==> config.mk <==
export PLATFORM = sky130hd
export DESIGN_NAME = cfml_queue
export DESIGN_NICKNAME = d
export VERILOG_FILES = /design/src/hw/rtl/cfml_pkg.sv /design/src/hw/rtl/cfml_queue.sv
export SDC_FILE = /design/constraint.sdc
export NUM_CORES = 1
export LEC_CHECK = 0
export BUFFER_PORTS_ARGS = -buffer_cell sky130_fd_sc_hd__buf_2
export CAP_MARGIN = 20
export CORE_UTILIZATION = 45
export CTS_CLUSTER_DIAMETER = 80
export DETAILED_ROUTE_END_ITERATION = 8
export MAX_ROUTING_LAYER = met4
export PLACE_DENSITY = 0.78
export SLEW_MARGIN = 20
export SYNTH_ARGS = -nofsm -noshare
export SYNTH_HDL_FRONTEND = slang
export SYNTH_SLANG_ARGS = --single-unit
==> constraint.sdc <==
create_clock -name clk_i -period 4.8 [get_ports clk_i]
set_clock_uncertainty 0.2 [all_clocks]
set_input_delay 1.44 -clock clk_i [delete_from_list [all_inputs] [get_ports clk_i]]
set_output_delay 1.44 -clock clk_i [all_outputs]
set_load 0.005 [all_outputs]
==> src/hw/rtl/cfml_pkg.sv <==
// Shared types and constants of the cylindrical field map lookup.
// Depends on nothing; every other file of the block but cfml_ram uses it by scoped names.
`default_nettype none

package cfml_pkg;

  // Map geometry and field width
  localparam int RadialBins = 150;
  localparam int AxialBins  = 150;
  localparam int FieldW     = 32;
  localparam int MapDepth   = RadialBins * AxialBins;
  localparam int AddrW      = $clog2(MapDepth);

  // Input and bin widths
  localparam int PosW  = 21;
  localparam int BinW  = 8;
  localparam int RLimW = 12;
  localparam int ZLimW = 8;
  localparam int SqW   = 2 * PosW;
  localparam int RootW = PosW;
  localparam int RemW  = RootW + 4;
  localparam int RbW   = 15;
  localparam int ZbW   = 11;
  localparam int SqrtSteps = RootW;

  // Reciprocal multipliers: floor(v/100) and floor(v/1000) for v below 2^21
  localparam logic [21:0] RbMul   = 22'd2684355;
  localparam int          RbShift = 28;
  localparam logic [20:0] ZbMul   = 21'd1073742;
  localparam int          ZbShift = 30;

  // Field split datapath
  localparam int MagW    = FieldW;
  localparam int ProdW   = MagW + PosW;
  localparam int LoW     = 26;
  localparam int HiW     = ProdW - LoW;
  localparam int Sq2W    = 2 * ProdW;
  localparam int RemSplW = Sq2W + 2;
  localparam int TW      = MagW + SqW;
  localparam int SplitSteps = MagW;

  // Configuration registers
  localparam int          CfgIdxW        = 1;
  localparam logic        CfgRadiusLimit = 1'b0;
  localparam logic        CfgAxialLimit  = 1'b1;
  localparam logic [RLimW-1:0] RadiusLimitRst = 12'd900;
  localparam logic [ZLimW-1:0] AxialLimitRst  = 8'd100;

  // Queue between front and back
  localparam int QDepth = 4;
  localparam int QPtrW  = $clog2(QDepth);

  // Classified item handed from front to back
  typedef struct packed {
    logic                   is_load;
    logic                   lok;
    logic [AddrW-1:0]       addr;
    logic [FieldW-1:0]      lrv;
    logic [FieldW-1:0]      lav;
    logic signed [PosW-1:0] x;
    logic signed [PosW-1:0] y;
    logic                   flip;
    logic [SqW-1:0]         s;
    logic                   hit;
    logic                   axis;
  } cfml_item_t;

endpackage

`default_nettype wire

==> src/hw/rtl/cfml_queue.sv <==
// Short queue of classified items between the front and back parts.
// Depends on cfml_pkg.
`default_nettype none

module cfml_queue (
  input  wire logic                  clk_i,
  input  wire logic                  rst_ni,
  input  wire logic                  push_i,
  input  cfml_pkg::cfml_item_t       item_i,
  output logic                       full_o,
  input  wire logic                  pop_i,
  output logic                       empty_o,
  output cfml_pkg::cfml_item_t       item_o
);

  cfml_pkg::cfml_item_t         mem_q [cfml_pkg::QDepth];
  logic [cfml_pkg::QPtrW-1:0]   wr_q, wr_d, rd_q, rd_d;
  logic [cfml_pkg::QPtrW:0]     cnt_q, cnt_d;

  assign full_o  = (cnt_q == (cfml_pkg::QPtrW+1)'(cfml_pkg::QDepth));
  assign empty_o = (cnt_q == '0);
  assign item_o  = mem_q[rd_q];

  // Advance pointers and count
  always_comb begin
    wr_d  = push_i ? wr_q + 1'b1 : wr_q;
    rd_d  = pop_i ? rd_q + 1'b1 : rd_q;
    cnt_d = cnt_q;
    if (push_i && !pop_i) begin
      cnt_d = cnt_q + 1'b1;
    end else if (!push_i && pop_i) begin
      cnt_d = cnt_q - 1'b1;
    end
  end

  always_ff @(posedge clk_i or negedge rst_ni) begin
    if (!rst_ni) begin
      wr_q  <= '0;
      rd_q  <= '0;
      cnt_q <= '0;
    end else begin
      wr_q  <= wr_d;
      rd_q  <= rd_d;
      cnt_q <= cnt_d;
    end
  end

  always_ff @(posedge clk_i) begin
    if (push_i) begin
      mem_q[wr_q] <= item_i;
    end
  end

endmodule

`default_nettype wire

# [After elaboration in Yosys (flattened, before gate mapping)]
# Memory sizes are Yosys's and may differ from the RTL's.
# Cells that the tools add are included.
[totals] register_bits=7 latchBits=0 ramBits=672 romBits=0 in_bits=172 wordCells=19 n_memories=1
[memory_table] name="mem_q" words=4 word_bits=168 read_ports=1 rd_ports_with_merged_regs=0 wr=1 line="cfml_queue.sv:16" text="cfml_pkg::cfml_item_t mem_q [cfml_pkg::QDepth];"
[op_classes] addsub=4 multipliers=0 div_mod_pow=0 magnitude_cmp=0 eq_ne=1 shifts=0 mux=4 bitwise_logic=0 n_reduce_logical=6
[op_table] operator="3-bit two-way mux" n=2
[op_table] operator="2-bit by 1-bit adder with 2-bit output (second input constant)" n=2
[op_table] operator="3-bit by 1-bit adder with 3-bit output (second input constant)" n=1
[op_table] operator="3-bit == test (second input constant)" n=1
[op_table] operator="3-bit zero test" n=1
[op_table] operator="3-bit by 1-bit subtractor with 3-bit output (second input constant)" n=1
[op_table] operator="1-bit logical AND" n=2
[op_table] operator="1-bit zero test" n=2
[op_table] operator="1-bit two-way mux" n=2
[op_table] operator="2-bit nonzero test" n=1

# [Logic depth before layout (Yosys ltp)]
[depth] word_depth=4 ltp_mapped=7 depth_no_buf=7

# [Worst setup path before layout]
# Ideal clock, no wire load.
[synth_timing] kind="input -> register" start="input push_i" end="memory mem_q[1][0] in the netlist's numbering (enable)" arrival_time_ns=5.264 path_slack_ns=-1.212 cell_stages=1 cell_sequence="and2_1"
[synth_via] elab_chain_len=2
[synth_rtl] item="start, declared" line="cfml_queue.sv:8" text="input wire logic push_i,"
[synth_rtl] item="1-bit two-way mux" line="cfml_queue.sv:49" text="if (push_i) begin"
[synth_rtl] item="1-bit two-way mux (not written as such)" line="cfml_queue.sv:50" text="mem_q[wr_q] <= item_i;"
[synth_rtl] item="end, declared" line="cfml_queue.sv:16"
# Every way passes these cells.

==> flow_metrics.tcl <==
set metrics [dict create \
    crit_buf_inv 2 \
    ys_ff_latch 679 \
    first_pass_iters 6 \
    rsz0062_at_grt "no" \
    grt_overflow 0 \
    min_from "cnt_q[2]" \
    initial_utilization 0.457 \
    core_um2 53900 \
    slew_headroom 0.456 \
    finalInstanceArea_um2 29700 \
    clk_pin_slew_worst_paths_ns 0.06 \
    finalWirelength_um 47200 \
    setup_tns_ns 0 \
    post_drt_via_cell_ratio 5.29 \
    internal_power_uw 13200 \
    nNetsFinal 1515 \
    postCtsSetupBuffers 0 \
    grtUsageTotal 0.178 \
    clockPowerShare 0.284 \
    status "finished, final reports clean" \
    combPwrFrac 0.268 \
    antenna_found_initial 9 \
    port_buffers 341 \
    fillers 3954 \
    setup_slack_ns 0.693 \
    drcViolationCount 0 \
    crit_type "reg2out" \
    ir_worst_vdd_mv 0.409 \
    maxCapViolCount 0 \
    drive_above_1_share 0.478 \
    ys_seq_area_frac 0.827 \
    holdBufCountCts 0 \
    fmax_ghz 0.243 \
    crit-reg2reg-launch "wr_q[0]" \
    cts_sinks 679 \
    syn_area_um2 24600 \
    routed-via-count 11000 \
    p_sw_frac 0.271 \
    fp.dieH_um 236 \
    htree_num_levels 3 \
    final_common_cell "edfxtp_1" \
    cts_tree "yes" \
    syn_area_per_cell_um2 27.0 \
    power.switching_uw 4880 \
    syn-num-nets 1090 \
    maxSlewViolCount 0 \
    cts_resized 0 \
    seq_power_share 0.448 \
    ys.warnings.count 0 \
    cp-startpoint "rd_q[0]" \
    slowest_stage "mux4_2" \
    critPathMaxStageDelay_ns 0.61 \
    clk_path_buf_depth 3 \
    synthCells 912 \
    setup_viol 0 \
    cts-root-buf "clkbuf_16" \
    grt_pass1_vias 12000 \
    grt_pass1_wl_um 71600 \
    path_max_fanout 59 \
    place.gp.congestion 0.733 \
    start_kind "flip-flop" \
    critPathTopFamily "multiplexers" \
    final_cell_mix "edfxtp_1, buf_2, mux4_2, clkbuf_16, buf_4" \
    place_area_um2 27500 \
    path_cells "buf_12, mux4_2, buf_2" \
    rows 85 \
    die_w_um 236 \
    cp.required_ns 3.16 \
    hold_class "reg2reg" \
    powerDensity_nw_per_um2 608 \
    power_leakage_uw 0.0101 \
    die-area_um2 55600 \
    worst_pin_slew_ns 0.816 \
    cts_buffers 70 \
    worst_setup_path_end_kind "primary output" \
    place_hpwl_um 29500 \
    critPathArrivalTime_ns 2.47 \
    clock_latency_ns 0.58 \
    grt_max_degree 62 \
    io_pins 342 \
    post-place-ws_ns 1.28 \
    routedWlPerCell_um 22.6 \
    synth_cell_type_count 19 \
    ant_nets 0 \
    post-route-period-util 0.856 \
    hold_viol_final 0 \
    layout_min_cycle_time_ns 4.11 \
    drtIter0Drc 576 \
    areaGrowthSynthToFinish_pct 20.5 \
]
==> per-layer routing <==
| metal | track usage | vias to the layer above | routed length, µm | part of all wire |
|---|---|---|---|---|
| li1 | - | 4826 | - | - |
| met1 | 0.216 | 5761 | 18700 | 0.40 |
| met2 | 0.283 | 363 | 23800 | 0.50 |
| met3 | 0.0514 | 81 | 3420 | 0.073 |
| met4 | 0.0669 | 0 | 1220 | 0.026 |
| met5 | - | - | 0 | 0 |
==> per-stage QoR <==
stage	util	cells	hold slack [ns]	power, µW
floorplan	-	912	0.256	11100
global placement	0.510	1961	0.276	13000
detailed placement	0.510	1961	0.281	13200
CTS	0.550	2078	0.289	18300
global route	0.550	2087	0.305	18800
finish	0.550	2087	0.285	18000
==> kinds of logic after synthesis <==
group,count (synthesis),share of synthesized area
AO/OA/AOI/OAI,1,0.000203
XOR/XNOR,6,0.00213
adder cells (fa/ha/maj),6,0.00335
buffers and inverters,42,0.0112
flip-flops,679,0.827
multiplexers,169,0.154
AND/OR/NAND/NOR,9,0.00198
==> cell type report <==
| type | instances | area (µm²) | area share |
|---|---|---|---|
| Tap cell | 696 | 871 | 0.0294 |
| Inverter | 4 | 15.0 | 0.000506 |
| Multi-Input combinational cell | 191 | 3990 | 0.135 |
| Antenna cell | 9 | 22.5 | 0.000759 |
| Clock buffer | 81 | 1840 | 0.0619 |
| Timing Repair Buffer | 391 | 2230 | 0.0753 |
| Sequential cell | 679 | 20400 | 0.687 |
| Clock inverter | 36 | 324 | 0.0109 |
==> power groups by stage <==
stage               Sequential [µW]  Clock [µW]  Combinational, µW
CTS                            8110        5240               4960
detailed placement             8220           0               4930
global placement               8140           0               4900
floorplan                      8090           0               2990
finish                         8090        5120               4840
global route                   8180        5470               5190
==> state kept, by name, summed over array words and instances (netlist names) <==
| signal | cells |
|---|---|
| wr_q | 2 |
| mem_q | 672 |
| cnt_q | 3 |
| rd_q | 2 |
==> Yosys cell counts, drive strengths merged <==
library cell  count  share of area
edfxtp          672           0.82
mux4            168           0.15
buf              33         0.0099
dfrtp             7         0.0071
clkbuf            5        0.00076
ha                5         0.0025
and2              4         0.0010
inv               4        0.00061
xor2              4         0.0014
nand2             2        0.00031
xnor2             2        0.00071
fa                1        0.00081
mux2              1        0.00046
nor2              1        0.00015
nor3              1        0.00020
nor3b             1        0.00031
o21ai             1        0.00020
==> path summary, 6_finish.rpt <==
check	endpoint	slack (ns)	cells past startpoint
worst min-delay path	cnt_q[2]	0.29	1
worst min register to register	cnt_q[2]	0.29	1
worst max register to register	mem_q[2][46]	2.52	4
worst max-delay path	item_o[88]	0.69	3
min in group asynchronous	cnt_q[2]	0.48	1
max in group asynchronous	rd_q[1]	3.74	1
No activity file was read; power rests on OpenSTA's default activity.
